--- config.mk ---
export PLATFORM = sky130hd
export DESIGN_NAME = integer_atan2_degrees_core
export DESIGN_NICKNAME = d
export VERILOG_FILES = /design/src/rtl/core/ia2d_pkg.sv /design/src/rtl/core/ia2d_div.sv /design/src/rtl/core/integer_atan2_degrees_core.sv
export SDC_FILE = /design/constraint.sdc
export NUM_CORES = 1
export LEC_CHECK = 0
export BUFFER_PORTS_ARGS = -buffer_cell sky130_fd_sc_hd__buf_2
export CAP_MARGIN = 10
export CORE_ASPECT_RATIO = 0.9
export CORE_UTILIZATION = 55
export CTS_CLUSTER_DIAMETER = 120
export DETAILED_ROUTE_END_ITERATION = 16
export PLACE_DENSITY = 0.76
export SYNTH_ARGS = -nofsm -noshare
export SYNTH_HDL_FRONTEND = slang
export SYNTH_SLANG_ARGS = --single-unit
--- constraint.sdc ---
create_clock -name clk_i -period 5.9 [get_ports clk_i]
set_input_delay 1.18 -clock clk_i [delete_from_list [all_inputs] [get_ports clk_i]]
set_output_delay 1.18 -clock clk_i [all_outputs]
set_load 0.005 [all_outputs]
--- src/rtl/core/ia2d_pkg.sv ---
// ----------------------------------------------------------------------------
// ia2d_pkg
// Shared types, constants and the stepped correction table for the integer
// bearing core.
// ----------------------------------------------------------------------------
package ia2d_pkg;

  localparam int COORD_BITS_DEF = 16;
  localparam int QUO_BITS       = 6;   // ratio * 45 lies in 0..45
  localparam int ANGLE_BITS     = 9;

  // Correction thresholds
  localparam logic [QUO_BITS-1:0] CORR_MID = 6'd22;
  localparam logic [QUO_BITS-1:0] CORR_H1  = 6'd44;
  localparam logic [QUO_BITS-1:0] CORR_H2  = 6'd41;
  localparam logic [QUO_BITS-1:0] CORR_H3  = 6'd37;
  localparam logic [QUO_BITS-1:0] CORR_H4  = 6'd32;
  localparam logic [QUO_BITS-1:0] CORR_L1  = 6'd2;
  localparam logic [QUO_BITS-1:0] CORR_L2  = 6'd6;
  localparam logic [QUO_BITS-1:0] CORR_L3  = 6'd10;
  localparam logic [QUO_BITS-1:0] CORR_L4  = 6'd15;
  localparam logic [QUO_BITS-1:0] QUO_MAX  = 6'd45;

  // Octant and quadrant information that rides alongside the division
  typedef struct packed {
    logic wide;   // |x| > |y|
    logic yneg;
    logic xneg;
    logic zero;   // both magnitudes zero
  } ia2d_side_t;

  function automatic logic [2:0] ia2d_corr(input logic [QUO_BITS-1:0] a);
    logic [2:0] c;
    c = 3'd0;
    if (a > CORR_MID) begin
      c = 3'(a <= CORR_H1) + 3'(a <= CORR_H2) + 3'(a <= CORR_H3) + 3'(a <= CORR_H4);
    end else begin
      c = 3'(a >= CORR_L1) + 3'(a >= CORR_L2) + 3'(a >= CORR_L3) + 3'(a >= CORR_L4);
    end
    return c;
  endfunction

endpackage

--- src/rtl/core/ia2d_div.sv ---
// ----------------------------------------------------------------------------
// ia2d_div
// Pipelined restoring divider, one quotient bit per register stage, with
// valid bits and a per-stage stall chain.
// ----------------------------------------------------------------------------
module ia2d_div import ia2d_pkg::*; #(
  parameter int COORD_BITS = COORD_BITS_DEF
) (
  input  logic                      clk_i,
  input  logic                      rst_ni,
  input  logic                      valid_i,
  output logic                      stall_o,
  input  logic [COORD_BITS+4:0]     rem_i,
  input  logic [COORD_BITS+4:0]     den_i,
  input  ia2d_side_t                side_i,
  output logic                      valid_o,
  input  logic                      stall_i,
  output logic [QUO_BITS-1:0]       quo_o,
  output ia2d_side_t                side_o
);

  localparam int RW = COORD_BITS + 5;
  localparam int QB = QUO_BITS;

  logic [QB-1:0]   vld_q;
  logic [QB-1:0]   en;
  logic [RW-1:0]   rem_q  [0:QB-2];
  logic [RW-1:0]   den_q  [0:QB-2];
  logic [QB-1:0]   quo_q  [0:QB-1];
  ia2d_side_t      side_q [0:QB-1];

  for (genvar k = 0; k < QB; k++) begin : g_stage
    localparam int SH = QB - 1 - k;
    logic [RW-1:0] rem_in, den_in, trial;
    logic [QB-1:0] quo_in;
    ia2d_side_t    side_in;
    logic          vld_in, ge;

    if (k == 0) begin : g_first
      assign rem_in  = rem_i;
      assign den_in  = den_i;
      assign quo_in  = '0;
      assign side_in = side_i;
      assign vld_in  = valid_i;
    end else begin : g_next
      assign rem_in  = rem_q[k-1];
      assign den_in  = den_q[k-1];
      assign quo_in  = quo_q[k-1];
      assign side_in = side_q[k-1];
      assign vld_in  = vld_q[k-1];
    end

    if (k == QB - 1) begin : g_en_last
      assign en[k] = !vld_q[k] || !stall_i;
    end else begin : g_en_mid
      assign en[k] = !vld_q[k] || en[k+1];
    end

    assign trial = den_in << SH;
    assign ge    = (rem_in >= trial);

    always_ff @(posedge clk_i or negedge rst_ni) begin
      if (!rst_ni) begin
        vld_q[k] <= 1'b0;
      end else if (en[k]) begin
        vld_q[k] <= vld_in;
      end
    end

    always_ff @(posedge clk_i) begin
      if (en[k] && vld_in) begin
        quo_q[k]  <= {quo_in[QB-2:0], ge};
        side_q[k] <= side_in;
      end
    end

    // Last stage only needs the quotient
    if (k < QB - 1) begin : g_carry
      logic [RW-1:0] rem_d;

      assign rem_d = ge ? (rem_in - trial) : rem_in;

      always_ff @(posedge clk_i) begin
        if (en[k] && vld_in) begin
          rem_q[k] <= rem_d;
          den_q[k] <= den_in;
        end
      end
    end
  end

  assign stall_o = !en[0];
  assign valid_o = vld_q[QB-1];
  assign quo_o   = quo_q[QB-1];
  assign side_o  = side_q[QB-1];

endmodule

--- src/rtl/core/integer_atan2_degrees_core.sv ---
// ----------------------------------------------------------------------------
// integer_atan2_degrees_core
// Bearing of a signed (x, y) vector in whole degrees, 0 along +Y, growing
// clockwise toward +X, 0..360, within about one degree.
// ----------------------------------------------------------------------------
//
//  Channel | Direction | Handshake                    | Beat payload
//  --------+-----------+------------------------------+---------------------
//  in      | sink      | in_valid_i / in_stall_o      | vec_y_i, vec_x_i
//  out     | source    | out_valid_o / out_stall_i    | angle_deg_o
//
//  One beat per cycle while out_stall_i is low; nine register stages
//  (magnitude, times-45, six divider bit stages, fold/output) lie between
//  vec_y_i/vec_x_i and angle_deg_o.
//  The six-stage restoring divider sets the depth: one quotient bit a stage.
//  rst_ni clears the valid bits of every stage; payload is not reset.
//  Each stage holds while its successor is full and stalled, so bubbles are
//  squeezed out and a stall loses or repeats no beat.
//
module integer_atan2_degrees_core import ia2d_pkg::*; #(
  parameter int COORD_BITS = COORD_BITS_DEF
) (
  input  logic                         clk_i,
  input  logic                         rst_ni,
  input  logic                         in_valid_i,
  output logic                         in_stall_o,
  input  logic signed [COORD_BITS-1:0] vec_y_i,
  input  logic signed [COORD_BITS-1:0] vec_x_i,
  output logic                         out_valid_o,
  input  logic                         out_stall_i,
  output logic [ANGLE_BITS-1:0]        angle_deg_o
);

  localparam int MW = COORD_BITS - 1;  // magnitude width after saturation
  localparam int RW = COORD_BITS + 5;  // holds min * 45

  localparam logic [COORD_BITS-1:0] MOST_NEG = {1'b1, {(COORD_BITS-1){1'b0}}};
  localparam logic [MW-1:0]         MAG_MAX  = {MW{1'b1}};

  localparam logic [ANGLE_BITS-1:0] DEG_90  = 9'd90;
  localparam logic [ANGLE_BITS-1:0] DEG_180 = 9'd180;
  localparam logic [ANGLE_BITS-1:0] DEG_360 = 9'd360;

  // --------------------------------------------------------------------------
  // Stage A: magnitudes with saturation, order them, note the octant
  // --------------------------------------------------------------------------
  logic [COORD_BITS-1:0] neg_y, neg_x;
  logic [MW-1:0]         mag_y, mag_x;
  logic                  en_a, en_b;
  logic                  a_valid_q;
  logic [MW-1:0]         a_min_q, a_max_q;
  ia2d_side_t            a_side_q;
  ia2d_side_t            side_a_d;

  assign neg_y = -vec_y_i;
  assign neg_x = -vec_x_i;

  always_comb begin
    if (!vec_y_i[COORD_BITS-1]) begin
      mag_y = vec_y_i[MW-1:0];
    end else if (vec_y_i == MOST_NEG) begin
      mag_y = MAG_MAX;
    end else begin
      mag_y = neg_y[MW-1:0];
    end
    if (!vec_x_i[COORD_BITS-1]) begin
      mag_x = vec_x_i[MW-1:0];
    end else if (vec_x_i == MOST_NEG) begin
      mag_x = MAG_MAX;
    end else begin
      mag_x = neg_x[MW-1:0];
    end
    side_a_d.wide = (mag_x > mag_y);
    side_a_d.yneg = vec_y_i[COORD_BITS-1];
    side_a_d.xneg = vec_x_i[COORD_BITS-1];
    side_a_d.zero = (mag_x == '0) && (mag_y == '0);
  end

  assign en_a       = !a_valid_q || en_b;
  assign in_stall_o = !en_a;

  always_ff @(posedge clk_i or negedge rst_ni) begin
    if (!rst_ni) begin
      a_valid_q <= 1'b0;
    end else if (en_a) begin
      a_valid_q <= in_valid_i;
    end
  end

  always_ff @(posedge clk_i) begin
    if (en_a && in_valid_i) begin
      a_min_q  <= side_a_d.wide ? mag_y : mag_x;
      a_max_q  <= side_a_d.wide ? mag_x : mag_y;
      a_side_q <= side_a_d;
    end
  end

  // --------------------------------------------------------------------------
  // Stage B: numerator = min * 45 by shift and add
  // --------------------------------------------------------------------------
  logic          b_valid_q;
  logic [RW-1:0] b_num_q, b_den_q;
  ia2d_side_t    b_side_q;
  logic [RW-1:0] min_ext, num_d;
  logic          div_stall;

  assign min_ext = RW'(a_min_q);
  assign num_d   = (min_ext << 5) + (min_ext << 3) + (min_ext << 2) + min_ext;
  assign en_b    = !b_valid_q || !div_stall;

  always_ff @(posedge clk_i or negedge rst_ni) begin
    if (!rst_ni) begin
      b_valid_q <= 1'b0;
    end else if (en_b) begin
      b_valid_q <= a_valid_q;
    end
  end

  always_ff @(posedge clk_i) begin
    if (en_b && a_valid_q) begin
      b_num_q  <= num_d;
      b_den_q  <= RW'(a_max_q);
      b_side_q <= a_side_q;
    end
  end

  // --------------------------------------------------------------------------
  // Divider: six stages; nonzero vectors give quotient 0..45 since min <= max
  // --------------------------------------------------------------------------
  logic                div_valid;
  logic [QUO_BITS-1:0] div_quo;
  ia2d_side_t          div_side;
  logic                en_f;

  ia2d_div #(
    .COORD_BITS (COORD_BITS)
  ) u_div (
    .clk_i   (clk_i),
    .rst_ni  (rst_ni),
    .valid_i (b_valid_q),
    .stall_o (div_stall),
    .rem_i   (b_num_q),
    .den_i   (b_den_q),
    .side_i  (b_side_q),
    .valid_o (div_valid),
    .stall_i (!en_f),
    .quo_o   (div_quo),
    .side_o  (div_side)
  );

  // --------------------------------------------------------------------------
  // Output stage: correction, octant mirror, quadrant fold
  // --------------------------------------------------------------------------
  logic [QUO_BITS-1:0]   adj;
  logic [ANGLE_BITS-1:0] oct, angle_d;
  logic                  out_valid_q;
  logic [ANGLE_BITS-1:0] angle_q;

  always_comb begin
    adj = div_quo + QUO_BITS'(ia2d_corr(div_quo));
    oct = div_side.wide ? (DEG_90 - ANGLE_BITS'(adj)) : ANGLE_BITS'(adj);
    if (div_side.zero) begin
      angle_d = '0;
    end else if (div_side.yneg) begin
      angle_d = div_side.xneg ? (DEG_180 + oct) : (DEG_180 - oct);
    end else if (div_side.xneg) begin
      angle_d = DEG_360 - oct;
    end else begin
      angle_d = oct;
    end
  end

  assign en_f = !out_valid_q || !out_stall_i;

  always_ff @(posedge clk_i or negedge rst_ni) begin
    if (!rst_ni) begin
      out_valid_q <= 1'b0;
    end else if (en_f) begin
      out_valid_q <= div_valid;
    end
  end

  always_ff @(posedge clk_i) begin
    if (en_f && div_valid) begin
      angle_q <= angle_d;
    end
  end

  assign out_valid_o = out_valid_q;
  assign angle_deg_o = angle_q;

  // --------------------------------------------------------------------------
  // Assertions
  // --------------------------------------------------------------------------
  a_angle_range : assert property (@(posedge clk_i) disable iff (!rst_ni)
    out_valid_o |-> (angle_deg_o <= DEG_360))
    else $error("angle out of range");

  a_empty_no_stall : assert property (@(posedge clk_i) disable iff (!rst_ni)
    !out_valid_o |-> !in_stall_o)
    else $error("input stalled with empty output");

  a_quo_bound : assert property (@(posedge clk_i) disable iff (!rst_ni)
    (div_valid && !div_side.zero) |-> (div_quo <= QUO_MAX))
    else $error("divider quotient above 45");

  a_out_follows_div : assert property (@(posedge clk_i) disable iff (!rst_ni)
    (div_valid && en_f) |=> out_valid_o)
    else $error("divider beat dropped at output");

endmodule
======== Yosys cells after proc, flatten, opt, wreduce, memory -nomap -nowiden ========
Memory sizes are Yosys's and may differ from the RTL's.
Index checks and enable logic that the tools add are counted.
word-level totals
  register bits ........................... 92
  memory bits (writable) .................. 270
  output and inout port bits .............. 11
  logic and storage cells ................. 125
  memories ................................ 4
memories
  memory        words  width  rd ports  clocked after memory_dff  wr ports  RTL line        text
  u_div.den_q   5      21     5         0                         5         ia2d_div.sv:28  logic [RW-1:0] den_q [0:QB-2];
  u_div.rem_q   5      21     5         0                         5         ia2d_div.sv:27  logic [RW-1:0] rem_q [0:QB-2];
  u_div.quo_q   6      6      6         0                         6         ia2d_div.sv:29  logic [QB-1:0] quo_q [0:QB-1];
  u_div.side_q  6      4      6         0                         6         ia2d_div.sv:30  ia2d_side_t side_q [0:QB-1];
cells by class
  add/subtract/negate cells ............... 21
  $lt $le $gt $ge ......................... 16
  equal/unequal tests ..................... 2
  muxes and demuxes ....................... 28
  reductions and logical operators ........ 32
operators by type and width
  kind                    count
  $ge A21 B21 Y1          5
  $mux W21                5
  $mux W15                6
  $sub A21 B21 Y21        4
  $mux W9                 4
  $eq A16 B16 Y1 const B  2
  $logic_not A15 Y1       2
  $neg A15 Y15            2
  $le A6 B6 Y1 const B    4
  $add A20 B18 Y21        1
  $add A21 B15 Y21        1
  $add A21 B17 Y21        1
  $ge A21 B20 Y1          1
  $sub A21 B20 Y21        1
  $gt A15 B15 Y1          1
  $ge A6 B4 Y1 const B    2
  $mux W1                 12
  $logic_not A1 Y1        11
  $logic_and A1 B1 Y1     10
  $add A8 B9 Y9 const A   1
  $logic_or A1 B1 Y1      9
  $sub A8 B9 Y9 const A   1
  $sub A9 B9 Y9 const A   1
  $sub A7 B6 Y8 const A   1
  8 further kinds         11

======== Logic depth before layout (Yosys ltp) ========
Gate-level depths: netlist of run 1.
An unclocked memory read counts as a cell.
  depth after elaboration ................. 12
  mapped depth ............................ 21

======== Cells and area by module ========
A second synthesis of run 1 with hierarchy kept.
unflattened totals
  cell total of the unflattened synthesis .. 1,814
  area, all modules ....................... 20,892.5 um2
by module, submodules not included
  module                      instances  cells an instance  area an instance (um2)  seq. area each (um2)
  ia2d_div                    1          1,213              14,356.3                7,807.5
  integer_atan2_degrees_core  1          601                6,536.3                 2,567.5

======== Worst setup path after synthesis of run 1 ========
OpenSTA, ideal clock, no wires.
  path kind ............................... input port to flip-flop
  from .................................... input port vec_x_i[6]
  to ...................................... register a_max_q[5] (data pin)
  library setup time ...................... 0.260 ns
  data arrival time ....................... 4.736 ns
  required time ........................... 5.640 ns
  setup slack ............................. 0.905 ns
  stages on the path ...................... 20
  path buffers ............................ 3
  path through ............................ clkbuf_1 nor3_1 nand4b_1 or4_1 nor3b_2 nor2_1 nand2_1 o21ai_0 inv_1 ha_1 nor2b_1 o21a_1 o21a_1 o21a_1 o21ai_0 a21oi_1 o21a_1 clkbuf_1 clkbuf_1 mux2_2
between the ends
  word-level cells in the longest chain between the ends .. 5
ends and longest elaborated chain
  element                                                RTL line                                                            text
  start, declared                                        integer_atan2_degrees_core.sv:28                                    input logic signed [COORD_BITS-1:0] vec_x_i,
  $neg A15 Y15 / $eq A16 B16 Y1 (equally long branches)  integer_atan2_degrees_core.sv:56, integer_atan2_degrees_core.sv:68
  $mux W15                                               integer_atan2_degrees_core.sv:68                                    end else if (vec_x_i == MOST_NEG) begin
  $mux W15 *                                             integer_atan2_degrees_core.sv:66                                    if (!vec_x_i[COORD_BITS-1]) begin
  $gt A15 B15 Y1                                         integer_atan2_degrees_core.sv:73                                    side_a_d.wide = (mag_x > mag_y);
  $mux W15 *                                             integer_atan2_degrees_core.sv:93                                    a_max_q <= side_a_d.wide ? mag_x : mag_y;
  end signal, assigned                                   integer_atan2_degrees_core.sv:93
  end, declared                                          integer_atan2_degrees_core.sv:51                                    logic [MW-1:0] a_min_q, a_max_q;
Every way passes the cells marked *; elsewhere a longest branch is shown, timed or not.
A chain may end at the register's enable or synchronous reset.

==> out/qor.log, run 1 <==
qor: timing.tightestPinTransition 1.09 ns
qor: yosys.yosys_most_used_dff sky130_fd_sc_hd__edfxtp_1
qor: yosys.synth_compound_area_share 13.7%
qor: clocking.worst_skew_pair.late_latency 0.51 ns
qor: critical_path.reg2reg_slack 0.49 ns
qor: floorplanning.ioPinCount 47
qor: floorplanning.core.rowCount 64
qor: clocking.clk_pin_slew 0.06 ns
qor: drt.drt_drc_violations_left 0
qor: grt.grt_pass1_wl 58300 um
qor: finish.finish.net_count 1957
qor: yosys.synth.area.mux_share 4.45%
qor: critical_path.critical_path_launch_point u_div.quo_q[5][3]$_DFFE_PP_
qor: timing.final_hold_violations 0
qor: floorplanning.core-area 34200 um2
qor: finish.fillers 2684
qor: yosys.syn_nets 1904
qor: yosys.synthDistinctLibCells 88
qor: timing.max-slew-margin-rel 27.2%
qor: clocking.htree_levels 2
qor: yosys.syn_inst 1690
qor: timing.timing.final.crit_period 5.41 ns
qor: clocking.cts_tree built
qor: grt.grt_pass1_vias 12300
qor: yosys.ys_warn_count 0
qor: place.gp_congestion 0.943
qor: pwr.total_chip_power 12.9 mW
qor: pwr.leakagePower 8.46 nW
qor: critical_path.worstSetupEndpointType register
qor: finish.syn_to_final_growth 9.79%
qor: drt.vias_per_cell 5.68
qor: critical_path.timing.critical_path.required 6.15 ns
qor: yosys.synth_area 19200 um2
qor: timing.clock_skew 0.0168 ns
qor: hold_path.hold_class reg2reg
qor: floorplanning.design.die.area 35600 um2
qor: finish.diodes 0
qor: place.io_buffers 46
qor: yosys.synth-adder-area-share 12.9%
qor: yosys.yosys.area_share.xor_xnor 4.40%
qor: pwr.irDropWorstVdd 391 uV
qor: critical_path.worstPathArrival 5.66 ns
qor: clocking.root_buffer sky130_fd_sc_hd__clkbuf_16
qor: grt.antenna_found_initial 0
qor: clocking.maximum_number_of_buffers_from_clock_root_to_sink 3
qor: drt.post_drt_wl_per_cell 15.8 um
qor: yosys.synth_top_area_share 48.2%
qor: yosys.async_flop_share 2.84%
qor: critical_path.critPathLaunchType register
qor: floorplanning.die_w 199 um
qor: drt.route.antenna.remaining_nets 0
qor: hold_path.holdCritStartpoint u_div.quo_q[4][4]$_DFFE_PP_
qor: yosys.area_share_of_and_or_nand_nor_cells_after_synthesis 11.2%
qor: finish.layout-drive-gt1-share 10.7%
qor: drt.drt_first_pass_iters 5
qor: yosys.synth_area_leaders sky130_fd_sc_hd__edfxtp_1 48%, sky130_fd_sc_hd__ha_1 9.5%, sky130_fd_sc_hd__fa_1 3.4%, sky130_fd_sc_hd__inv_1 3.1%, sky130_fd_sc_hd__a21oi_1 3.1%
qor: clocking.tritoncts.num_buffers 36
qor: timing.maxSlewViolCount 0
qor: yosys.synth_largest_area_cell sky130_fd_sc_hd__edfxtp_1
qor: yosys.syn-mean-instance-area 11.4 um2
qor: grt.maximum_number_of_pins_on_one_net_before_global_route_repair 46
qor: clocking.ctsResizeCount 0
qor: yosys.synth.ff_latch_count 317
qor: hold_path.hold_path_depth 0
qor: drt.drt-initial-drc-count 816
qor: clocking.post_cts.repair.setup_buffers 0
qor: drt.vias 12700
qor: critical_path.critical_path_peak_fanout 15
qor: critical_path.reg2reg_from u_div.quo_q[5][3]$_DFFE_PP_
qor: timing.report.final.setup_viol 0
qor: timing.fin_tns_setup 0 ns
qor: yosys.synth.yosys.seq_area_share 49.4%
qor: timing.rsz0062_at_grt no
qor: drt.wl 35200 um
qor: critical_path.crit_path_kind reg2reg
qor: timing.period_share 91.6%
qor: run.timing.max_cap.violations 0
qor: grt.grt_util_all_layers 20.4%
qor: timing.timing.fmax 185 MHz
qor: hold_path.holdPathEnd u_div.quo_q[5][5]$_DFFE_PP_
qor: clocking.clock_sink_count 317
qor: floorplanning.effective_utilization_at_floorplan 56.1%
qor: yosys.dominant_combinational_cell_family_by_area_after_synthesis compound AO/OA/AOI/OAI gates
qor: floorplanning.die-height 179 um
qor: yosys.synth_enable_flop_cells 308
qor: place.hpwl 27500 um
qor: grt.grt_remaining_overflow 0
qor: clocking.cts_hold_repair.buffers 0
qor: outcome.status completed
qor: critical_path.reg2reg_to angle_deg_o[5]$_SDFFCE_PP0P_
qor: pwr.power_density 612 nW/um2
qor: critical_path.timing.reg2reg.worst_path_depth 16
-- Yosys cell counts, drive strengths merged, types with 26 or more instances --
cell type,number
edfxtp,308
inv,160
ha,145
a21oi,119
nor2,104
nand2,103
o21ai,86
xnor2,53
mux2,42
a21o,40
xor2,40
mux2i,38
fa,33
clkbuf,31
nand3,28
nor3,26
-- stage by stage --
step	cells	hold WS (ns)	util (%)	setup WS, ns	instance area, um2
6_report	2233	0.413	61.6	0.494	21100
2_1_floorplan	1690	0.400	-	0.905	19200
3_5_place_dp	2167	0.405	58.3	0.518	19900
4_1_cts	2233	0.415	61.6	0.502	21100
5_1_grt	2233	0.420	61.6	0.151	21100
3_3_place_gp	2167	0.400	58.3	0.643	19900
-- placed cells by master (no fill, tap or decap), types with 6 or more instances in the layout --
cell type | netlist | layout
sky130_fd_sc_hd__o21bai_1 | 11 | 11
sky130_fd_sc_hd__a21o_1 | 39 | 39
sky130_fd_sc_hd__o211ai_1 | 9 | 9
sky130_fd_sc_hd__o311ai_0 | 6 | 6
sky130_fd_sc_hd__nor3_1 | 24 | 24
sky130_fd_sc_hd__o22ai_1 | 7 | 7
sky130_fd_sc_hd__inv_1 | 160 | 160
sky130_fd_sc_hd__o31ai_1 | 15 | 15
sky130_fd_sc_hd__or2_2 | 11 | 11
sky130_fd_sc_hd__nand3_1 | 28 | 28
sky130_fd_sc_hd__buf_2 | 6 | 46
sky130_fd_sc_hd__or4_1 | 12 | 12
sky130_fd_sc_hd__nand2b_1 | 25 | 25
sky130_fd_sc_hd__mux2i_1 | 38 | 38
sky130_fd_sc_hd__a211o_1 | 6 | 6
sky130_fd_sc_hd__ha_1 | 145 | 145
sky130_fd_sc_hd__xor2_1 | 39 | 39
sky130_fd_sc_hd__nand4_1 | 16 | 16
sky130_fd_sc_hd__clkbuf_16 | 0 | 37
sky130_fd_sc_hd__a31oi_1 | 10 | 10
sky130_fd_sc_hd__edfxtp_1 | 308 | 308
sky130_fd_sc_hd__fa_1 | 33 | 33
sky130_fd_sc_hd__mux2_2 | 42 | 42
sky130_fd_sc_hd__a21oi_1 | 119 | 119
sky130_fd_sc_hd__a211oi_1 | 11 | 11
sky130_fd_sc_hd__clkbuf_1 | 31 | 9
sky130_fd_sc_hd__and3_1 | 7 | 7
sky130_fd_sc_hd__o21ai_0 | 81 | 81
sky130_fd_sc_hd__nand2_1 | 103 | 103
sky130_fd_sc_hd__a21boi_0 | 10 | 10
sky130_fd_sc_hd__o21a_1 | 25 | 25
sky130_fd_sc_hd__nor2b_1 | 23 | 21
sky130_fd_sc_hd__xnor2_1 | 53 | 53
sky130_fd_sc_hd__nor4_1 | 12 | 12
sky130_fd_sc_hd__nand4b_1 | 7 | 7
sky130_fd_sc_hd__and2_1 | 16 | 12
sky130_fd_sc_hd__dfrtp_1 | 9 | 9
sky130_fd_sc_hd__or3_1 | 10 | 10
sky130_fd_sc_hd__nor2_1 | 103 | 103
sky130_fd_sc_hd__buf_4 | 0 | 9
-- cells by family after synthesis --
family	after synthesis
compound gates	402
xor+xnor	94
fa+ha+maj	178
buf+inv	200
flops	317
mux	80
simple gates	419
-- power by group --
group | switching, mW | internal [mW] | total (mW)
clock | 0.857 | 1.27 | 2.13
sequential | 0.458 | 3.73 | 4.19
combinational | 3.67 | 2.90 | 6.58
-- worst max-delay path, stage by stage, from the launching register on --
cell and delay [ns]:
sky130_fd_sc_hd__edfxtp_1 0.60, sky130_fd_sc_hd__inv_1 0.36, sky130_fd_sc_hd__nor2_1 0.08, sky130_fd_sc_hd__o21ai_0 0.22
sky130_fd_sc_hd__fa_1 0.47, sky130_fd_sc_hd__ha_1 0.30, sky130_fd_sc_hd__mux2_2 0.26, sky130_fd_sc_hd__ha_1 0.22
sky130_fd_sc_hd__fa_1 0.49, sky130_fd_sc_hd__ha_1 0.28, sky130_fd_sc_hd__o211a_4 0.29, sky130_fd_sc_hd__or4_4 0.43
sky130_fd_sc_hd__a311oi_4 0.44, sky130_fd_sc_hd__o21ai_2 0.14, sky130_fd_sc_hd__a221oi_2 0.34, sky130_fd_sc_hd__xor2_1 0.17
sky130_fd_sc_hd__nor2_1 0.05
-- how the worst max path moves through the flow --
stage,endpoint,slack (ns),cells after the start
finish,angle_deg_o[5]$_SDFFCE_PP0P_,0.49,16
global route,angle_deg_o[5]$_SDFFCE_PP0P_,0.15,15
CTS,angle_deg_o[5]$_SDFFCE_PP0P_,0.50,15
detailed placement,angle_deg_o[5]$_SDFFCE_PP0P_,0.52,15
global placement,angle_deg_o[5]$_SDFFCE_PP0P_,0.64,16
floorplan,a_max_q[5]$_DFFE_PP_,0.90,20
-- final cells by class --
cell class	count	area, um2	area share, %
multi-input combinational	1173	8970	42.6
tap	462	578	2.74
timing repair buffer	55	298	1.41
clock inverter	18	160	0.760
clock buffer	48	987	4.69
inverter	160	601	2.85
sequential	317	9470	45.0
-- routing by layer --
metal,routed length (um),global-route usage [%]
met5,0,0
met4,1090,7.63
met3,1200,2.77
met1,14900,23.8
met2,18000,37.9
-- registers in the layout, indices dropped and copies added (netlist names) --
signal	flops
u_div.side_q	24
u_div.rem_q	105
u_div.g_stage.vld_in	5
a_valid_q	1
b_den_q	15
b_side_q	4
a_side_q	4
angle_deg_o	9
b_valid_q	1
a_max_q	15
u_div.valid_o	1
u_div.quo_q	21
b_num_q	21
u_div.den_q	75
a_min_q	15
out_valid_o	1
Power figures use the tool's default switching activity.
==> inputs of run 2 (changes only) <==
- clock period: 5.9 -> 6.69 ns (I/O delays scaled with it)
==> out/qor.log, run 2 (synthesis results as in run 1) <==
qor: pwr.pwr-share-seq 32.8% [+0.3 points]
qor: grt.antenna_found_initial 0 [unchanged]
qor: finish.layout-drive-gt1-share 10.5% [-0.25 points]
qor: drt.drt-initial-drc-count 883 [+8.2%]
qor: finish.layout_commonest_cell sky130_fd_sc_hd__edfxtp_1
qor: timing.fin_tns_setup 0 ns [unchanged]
qor: floorplanning.effective_utilization_at_floorplan 56.1% [unchanged]
qor: hold_path.hold_class reg2reg
qor: critical_path.timing.critical_path.max_delay_family adder cells
qor: floorplanning.core.rowCount 64 [unchanged]
qor: drt.post_drt_wl_per_cell 16.0 um [+1.5%]
qor: critical_path.critPathMostFrequentCell sky130_fd_sc_hd__ha_1
qor: clocking.post_cts.repair.setup_buffers 0 [unchanged]
qor: clocking.htree_levels 2 [unchanged]
qor: critical_path.timing.critical_path.required 6.93 ns [+0.78 ns]
qor: floorplanning.die-height 179 um [unchanged]
qor: critical_path.critPathLaunchType register
qor: pwr.p_switching 4.37 mW [-12%]
qor: place.io_buffers 46 [unchanged]
qor: finish.fillers 2687 [+0.11%]
qor: clocking.clk_pin_slew 0.06 ns [about the same]
qor: run.timing.max_cap.violations 0 [unchanged]
qor: finish.registers.top_by_ff_count u_div.rem_q
qor: timing.max-slew-margin-rel 27.5% [+0.34 points]
qor: critical_path.cp_num_buf_inv 1 [unchanged]
qor: grt.grt_util_all_layers 20.7% [+0.30 points]
qor: timing.final_hold_violations 0 [unchanged]
qor: clocking.root_buffer sky130_fd_sc_hd__clkbuf_16
qor: clocking.worst_skew_pair.late_latency 0.50 ns [about the same]
qor: timing.clock_skew 0.0105 ns [-0.00631 ns]
qor: critical_path.worstSetupEndpointType register
qor: critical_path.worstPathArrival 5.75 ns [+0.09 ns]
qor: finish.final_cell_mix 308 x sky130_fd_sc_hd__edfxtp_1, 160 x sky130_fd_sc_hd__inv_1, 145 x sky130_fd_sc_hd__ha_1
qor: finish.diodes 0 [unchanged]
qor: floorplanning.design.die.area 35600 um2 [unchanged]
qor: finish.post-route-util 61.4% [-0.25 points]
qor: place.hpwl 27500 um [-0.18%]
qor: drt.drt_drc_violations_left 0 [unchanged]
qor: drt.drt_first_pass_iters 6 [+1]
qor: pwr.total_chip_power 11.3 mW [-13%]
qor: clocking.tritoncts.num_buffers 35 [-2.8%]
qor: floorplanning.core-area 34200 um2 [unchanged]
qor: drt.route.antenna.remaining_nets 0 [unchanged]
qor: floorplanning.ioPinCount 47 [unchanged]
qor: timing.worst_hold_slack 0.411 ns [-0.00169 ns]
qor: finish.biggestRegsByFlops u_div.rem_q: 105 flops, u_div.den_q: 75 flops, u_div.side_q: 24 flops
qor: finish.area.sequential 9470 um2 [unchanged]
qor: pwr.power_density 537 nW/um2 [-12%]
qor: timing.timing.fmax 181 MHz [-2.0%]
qor: finish.syn_to_final_growth 9.34%
qor: drt.vias 12700 [-0.016%]
qor: finish.largest_register_ff_count 105 [unchanged]
qor: clocking.ctsResizeCount 0 [unchanged]
qor: timing.rsz0062_at_grt no
qor: pwr.comb_power_share 51.5% [+0.5 points]
qor: critical_path.cp_cell_sequence inv_1, nor2_1, o21ai_0, fa_1, ha_1, ha_1, mux2_2, fa_1, ha_1, o211a_4, or4_4, a311oi_4, o21ai_2, a221oi_2, xor2_1, nor2_1
qor: clocking.clock_sink_count 317 [unchanged]
qor: grt.maximum_number_of_pins_on_one_net_before_global_route_repair 46 [unchanged]
qor: grt.grt_pass1_vias 12500 [+1.4%]
qor: critical_path.critical_path_peak_fanout 15 [unchanged]
qor: clocking.cts_hold_repair.buffers 0 [unchanged]
qor: critical_path.max_stage_delay 0.60 ns [about the same]
qor: outcome.status completed
qor: critical_path.crit_path_kind reg2reg
qor: drt.vias_per_cell 5.70 [+0.25%]
qor: pwr.internal_power 6.90 mW [-13%]
qor: place.gp_congestion 0.945 [+0.20%]
qor: timing.report.final.setup_viol 0 [unchanged]
qor: grt.grt_remaining_overflow 0 [unchanged]
qor: timing.tightestPinTransition 1.08 ns [-0.00507 ns]
qor: grt.grt_pass1_wl 59000 um [+1.3%]
qor: timing.timing.final.crit_period 5.52 ns [+0.112 ns]
qor: clocking.maximum_number_of_buffers_from_clock_root_to_sink 3 [unchanged]
qor: pwr.irDropWorstVdd 321 uV [-18%]
qor: drt.wl 35600 um [+1.3%]
qor: timing.maxSlewViolCount 0 [unchanged]
qor: finish.finish.net_count 1954 [-0.15%]
qor: clocking.cts_tree built
qor: pwr.power_switching_share 38.8% [+0.11 points]
qor: critical_path.critPathSlowestCell sky130_fd_sc_hd__edfxtp_1
qor: timing.period_share 82.5% [-9.1 points]
qor: floorplanning.die_w 199 um [unchanged]
qor: pwr.clock_power_share 15.7% [-0.8 points]
qor: pwr.leakagePower 8.42 nW [-0.41%]
qor: finish.multi_input_area 8970 um2 [unchanged]
==> run 2: worst paths after layout <==
| check | start | endpoint | slack [ns] | cells after the start |
|---|---|---|---|---|
| max reg2reg | u_div.quo_q[5][3]$_DFFE_PP_ | angle_deg_o[5]$_SDFFCE_PP0P_ | 1.17 | 16 |
| min reg2reg | u_div.side_q[3][3]$_DFFE_PP_ | u_div.side_q[4][3]$_DFFE_PP_ | 0.41 | 0 |
| min | u_div.side_q[3][3]$_DFFE_PP_ | u_div.side_q[4][3]$_DFFE_PP_ | 0.41 | 0 |
| min in group asynchronous | rst_ni | a_valid_q$_DFFE_PN0N_ | 0.68 | 1 |
| max | u_div.quo_q[5][3]$_DFFE_PP_ | angle_deg_o[5]$_SDFFCE_PP0P_ | 1.17 | 16 |
| max in group asynchronous | rst_ni | u_div.g_stage[3].vld_in$_DFFE_PN0P_ | 5.82 | 1 |
==> run 2: layer usage <==
| layer | track usage (%) | share of wire (%) | vias to the layer above | wire length (um) |
|---|---|---|---|---|
| li1 | - | - | 6322 | - |
| met2 | 38.8 | 51 | 287 | 18100 |
| met3 | 2.73 | 3.5 | 74 | 1230 |
| met5 | 0 | 0 | - | 0 |
| met4 | 7.47 | 2.8 | 0 | 1010 |
| met1 | 24.0 | 43 | 6005 | 15300 |
==> run 2: power groups by stage <==
stage	combinational [mW]	sequential, mW	clock (mW)
floorplan	4.67	3.56	0
global placement	5.51	3.70	0
detailed placement	5.71	3.73	0
CTS	5.77	3.69	1.80
global route	6.53	3.77	1.88
finish	5.80	3.69	1.77
==> run 2: cell type report <==
class | instances | area share, %
timing repair buffer | 53 | 1.35
tap | 462 | 2.76
clock inverter | 17 | 0.429
multi-input combinational | 1173 | 42.8
sequential | 317 | 45.2
inverter | 160 | 2.86
clock buffer | 45 | 4.70
==> run 2: metrics by stage <==
stage,cells,instance area (um2),setup WS (ns)
CTS,2227,21000,1.18
detailed placement,2165,19900,1.02
global placement,2165,19900,1.05
finish,2227,21000,1.17
floorplan,1690,19200,1.54
global route,2227,21000,0.874
==> inputs of run 3 (changes only) <==
- ABC_AREA: unset -> 1
- clock period: 6.69 -> 5.53 ns (I/O delays scaled with it)
==> out/qor.log, run 3 <==
qor: critical_path.critPathSlowestCell sky130_fd_sc_hd__edfxtp_1
qor: critical_path.cp_num_buf_inv 2 [+1]
qor: clocking.worst_skew_pair.late_latency 0.51 ns [about the same]
qor: yosys.syn-mean-instance-area 9.64 um2 [-15%]
qor: yosys.synth_area_leaders sky130_fd_sc_hd__edfxtp_1 48%, sky130_fd_sc_hd__ha_1 9.5%, sky130_fd_sc_hd__nand2_1 7.7%, sky130_fd_sc_hd__inv_1 5.0%, sky130_fd_sc_hd__a21oi_1 3.5%
qor: run.timing.max_cap.violations 0 [unchanged]
qor: timing.final_hold_violations 0 [unchanged]
qor: finish.diodes 0 [unchanged]
qor: yosys.syn_inst 1983 [+17%]
qor: critical_path.timing.reg2reg.worst_path_depth 22 [+6]
qor: critical_path.timing.critical_path.max_delay_family adder cells
qor: yosys.yosysMostFrequentCell sky130_fd_sc_hd__nand2_1
qor: critical_path.crit_path_kind reg2reg
qor: finish.registers.top_by_ff_count u_div.rem_q
qor: timing.report.final.setup_viol 0 [unchanged]
qor: floorplanning.ioPinCount 47 [unchanged]
qor: grt.grt_util_all_layers 23.3% [+2.6 points]
qor: clocking.clock_sink_count 317 [unchanged]
qor: critical_path.max_stage_delay 0.52 ns [-0.08 ns]
qor: finish.layout-drive-gt1-share 7.83% [-2.7 points]
qor: clocking.clk_pin_slew 0.06 ns [about the same]
qor: yosys.synth.ff_latch_count 317 [unchanged]
qor: floorplanning.core-area 34100 um2 [-0.23%]
qor: yosys.synth.cells.most_frequent 393 x sky130_fd_sc_hd__nand2_1, 308 x sky130_fd_sc_hd__edfxtp_1, 256 x sky130_fd_sc_hd__inv_1
qor: yosys.yosys_most_used_dff sky130_fd_sc_hd__edfxtp_1
qor: place.hpwl 31700 um [+15%]
qor: clocking.htree_levels 2 [unchanged]
qor: timing.rsz0062_at_grt no
qor: floorplanning.die-height 179 um [-0.20%]
qor: finish.largest_register_ff_count 105 [unchanged]
qor: critical_path.critPathMostFrequentCell sky130_fd_sc_hd__nand2_1
qor: timing.period_share 85.5% [+3.0 points]
qor: critical_path.reg2reg_to angle_deg_o[4]$_SDFFCE_PP0P_
qor: timing.tightestPinTransition 1.16 ns [+0.0760 ns]
qor: yosys.synthDistinctLibCells 53 [-40%]
qor: clocking.post_cts.repair.setup_buffers 0 [unchanged]
qor: clocking.ctsResizeCount 0 [unchanged]
qor: critical_path.critical_path_launch_point u_div.quo_q[5][3]$_DFFE_PP_
qor: floorplanning.die_w 199 um [-0.20%]
qor: finish.layout_commonest_cell sky130_fd_sc_hd__nand2_1
qor: finish.fillers 2871 [+6.8%]
qor: floorplanning.effective_utilization_at_floorplan 56.0% [-0.088 points]
qor: place.gp_congestion 0.973 [+2.9%]
qor: clocking.tritoncts.num_buffers 35 [unchanged]
qor: critical_path.reg2reg_slack 0.80 ns [-0.37 ns]
qor: finish.multi_input_area 8550 um2 [-4.7%]
qor: timing.timing.final.crit_period 4.73 ns [-0.791 ns]
qor: timing.clock_skew 0.0192 ns [+0.00869 ns]
qor: critical_path.worstSetupEndpointType register
qor: yosys.syn_nets 2197 [+15%]
qor: critical_path.worstSetupPathDepth 22 [+6]
qor: clocking.root_buffer sky130_fd_sc_hd__clkbuf_16
qor: critical_path.endpoint angle_deg_o[4]$_SDFFCE_PP0P_
qor: outcome.status completed
qor: grt.grt_pass1_vias 13300 [+6.3%]
qor: drt.route.antenna.remaining_nets 0 [unchanged]
qor: timing.timing.fmax 212 MHz [+17%]
qor: critical_path.timing.critical_path.required 5.77 ns [-1.16 ns]
qor: timing.fin_tns_setup 0 ns [unchanged]
qor: critical_path.critical_path_peak_fanout 9 [-6]
qor: yosys.async_flop_share 2.84% [unchanged]
qor: critical_path.reg2reg_from u_div.quo_q[5][3]$_DFFE_PP_
qor: clocking.maximum_number_of_buffers_from_clock_root_to_sink 3 [unchanged]
qor: grt.maximum_number_of_pins_on_one_net_before_global_route_repair 46 [unchanged]
qor: yosys.ys_warn_count 0 [unchanged]
qor: grt.antenna_found_initial 0 [unchanged]
qor: drt.drt-initial-drc-count 611 [-31%]
qor: finish.final_cell_mix 393 x sky130_fd_sc_hd__nand2_1, 308 x sky130_fd_sc_hd__edfxtp_1, 256 x sky130_fd_sc_hd__inv_1
qor: drt.vias 13700 [+8.1%]
qor: finish.syn_to_final_growth 9.45%
qor: drt.drt_first_pass_iters 6 [unchanged]
qor: clocking.cts_tree built
qor: timing.max-slew-margin-rel 22.4% [-5.1 points]
qor: timing.maxSlewViolCount 0 [unchanged]
qor: grt.grt_remaining_overflow 0 [unchanged]
qor: finish.biggestRegsByFlops u_div.rem_q: 105 flops, u_div.den_q: 75 flops, u_div.side_q: 24 flops
qor: yosys.synth_enable_flop_cells 308 [unchanged]
qor: drt.wl 40000 um [+12%]
qor: finish.finish.net_count 2260 [+16%]
qor: drt.drt_drc_violations_left 0 [unchanged]
qor: finish.area.sequential 9470 um2 [unchanged]
qor: critical_path.worstPathArrival 4.96 ns [-0.79 ns]
qor: hold_path.hold_class reg2reg
qor: yosys.synth_top_area_share 48.4% [+0.19 points]
qor: floorplanning.design.die.area 35500 um2 [-0.39%]
qor: critical_path.cp_cell_sequence nor2_1, nand2_1, o31ai_1, fa_1, ha_1, ha_1, mux2_2, fa_1, inv_1, nand2_1, nand2_1, nand2_1, nor2_1, nand3_1, nand2_1, inv_1, ha_1, a21o_1, a22oi_1, o21ai_0, xor2_1, nor2_1
qor: drt.post_drt_wl_per_cell 15.8 um [-1.3%]
qor: yosys.synth_area 19100 um2 [-0.39%]
qor: yosys.synth.yosys.seq_area_share 49.6% [+0.19 points]
qor: clocking.cts_hold_repair.buffers 0 [unchanged]
qor: yosys.synth_largest_area_cell sky130_fd_sc_hd__edfxtp_1
qor: floorplanning.core.rowCount 64 [unchanged]
qor: place.io_buffers 46 [unchanged]
qor: drt.vias_per_cell 5.42 [-5.0%]
qor: grt.grt_pass1_wl 64600 um [+9.4%]
qor: critical_path.critPathLaunchType register
qor: hold_path.holdCritStartpoint a_max_q[8]$_DFFE_PP_
-- run 3: how the worst min path moves through the flow --
stage | endpoint | slack, ns | depth (start not counted)
finish | b_den_q[8]$_DFFE_PP_ | 0.41 | 0
CTS | b_den_q[8]$_DFFE_PP_ | 0.42 | 0
detailed placement | b_den_q[8]$_DFFE_PP_ | 0.40 | 0
global route | u_div.side_q[0][1]$_DFFE_PP_ | 0.42 | 0
global placement | u_div.side_q[0][0]$_DFFE_PP_ | 0.40 | 0
floorplan | b_den_q[0]$_DFFE_PP_ | 0.40 | 0
-- run 3: cell type report --
type                       count  share of cell area [%]
timing repair buffer          52                    1.32
sequential                   317                    45.3
inverter                     261                    4.68
multi-input combinational   1379                    40.9
tap                          462                    2.76
clock buffer                  49                    4.69
clock inverter                12                   0.413
-- run 3: worst register-to-register path, delay by kind of cell, from the launching register on --
| family | cells | cell delay, ns |
|---|---|---|
| flops | 1 | 0.52 |
| mux | 1 | 0.30 |
| xor+xnor | 1 | 0.14 |
| simple gates | 9 | 0.97 |
| compound gates | 4 | 0.73 |
| buf+inv | 2 | 0.19 |
| fa+ha+maj | 5 | 1.61 |
-- run 3: metrics by stage --
step           instance area (um2)  std cells  utilization [%]  hold WS, ns  setup WS (ns)
2_1_floorplan                19100       1983                -        0.400           1.28
3_3_place_gp                 19900       2471             58.2        0.401           1.01
3_5_place_dp                 19900       2471             58.2        0.405          0.851
4_1_cts                      20900       2532             61.3        0.416          0.824
5_1_grt                      20900       2532             61.3        0.424          0.419
6_report                     20900       2532             61.3        0.412          0.803
-- run 3: routing by layer --
layer	global-route usage [%]	vias up	share of wire [%]
li1	-	6911	-
met3	3.07	129	3.7
met4	11.3	0	4.8
met1	26.2	6348	40
met5	0	-	0
met2	43.5	323	51
-- run 3: cell families (layout without fill, tap and decap cells) --
| group | after synthesis | after routing | synth area share, % |
|---|---|---|---|
| AO/OA/AOI/OAI | 342 | 342 | 9.98 |
| XOR/XNOR | 93 | 93 | 4.26 |
| adder cells (fa/ha/maj) | 178 | 178 | 12.9 |
| buffers and inverters | 287 | 374 | 5.90 |
| flip-flops | 317 | 317 | 49.6 |
| multiplexers | 3 | 3 | 0.177 |
| AND/OR/NAND/NOR | 763 | 763 | 17.2 |
Power of run 3 is left out: the tool's default activity adds up to more than one toggle a clock period on the data nets, which glitch-free logic cannot reach.
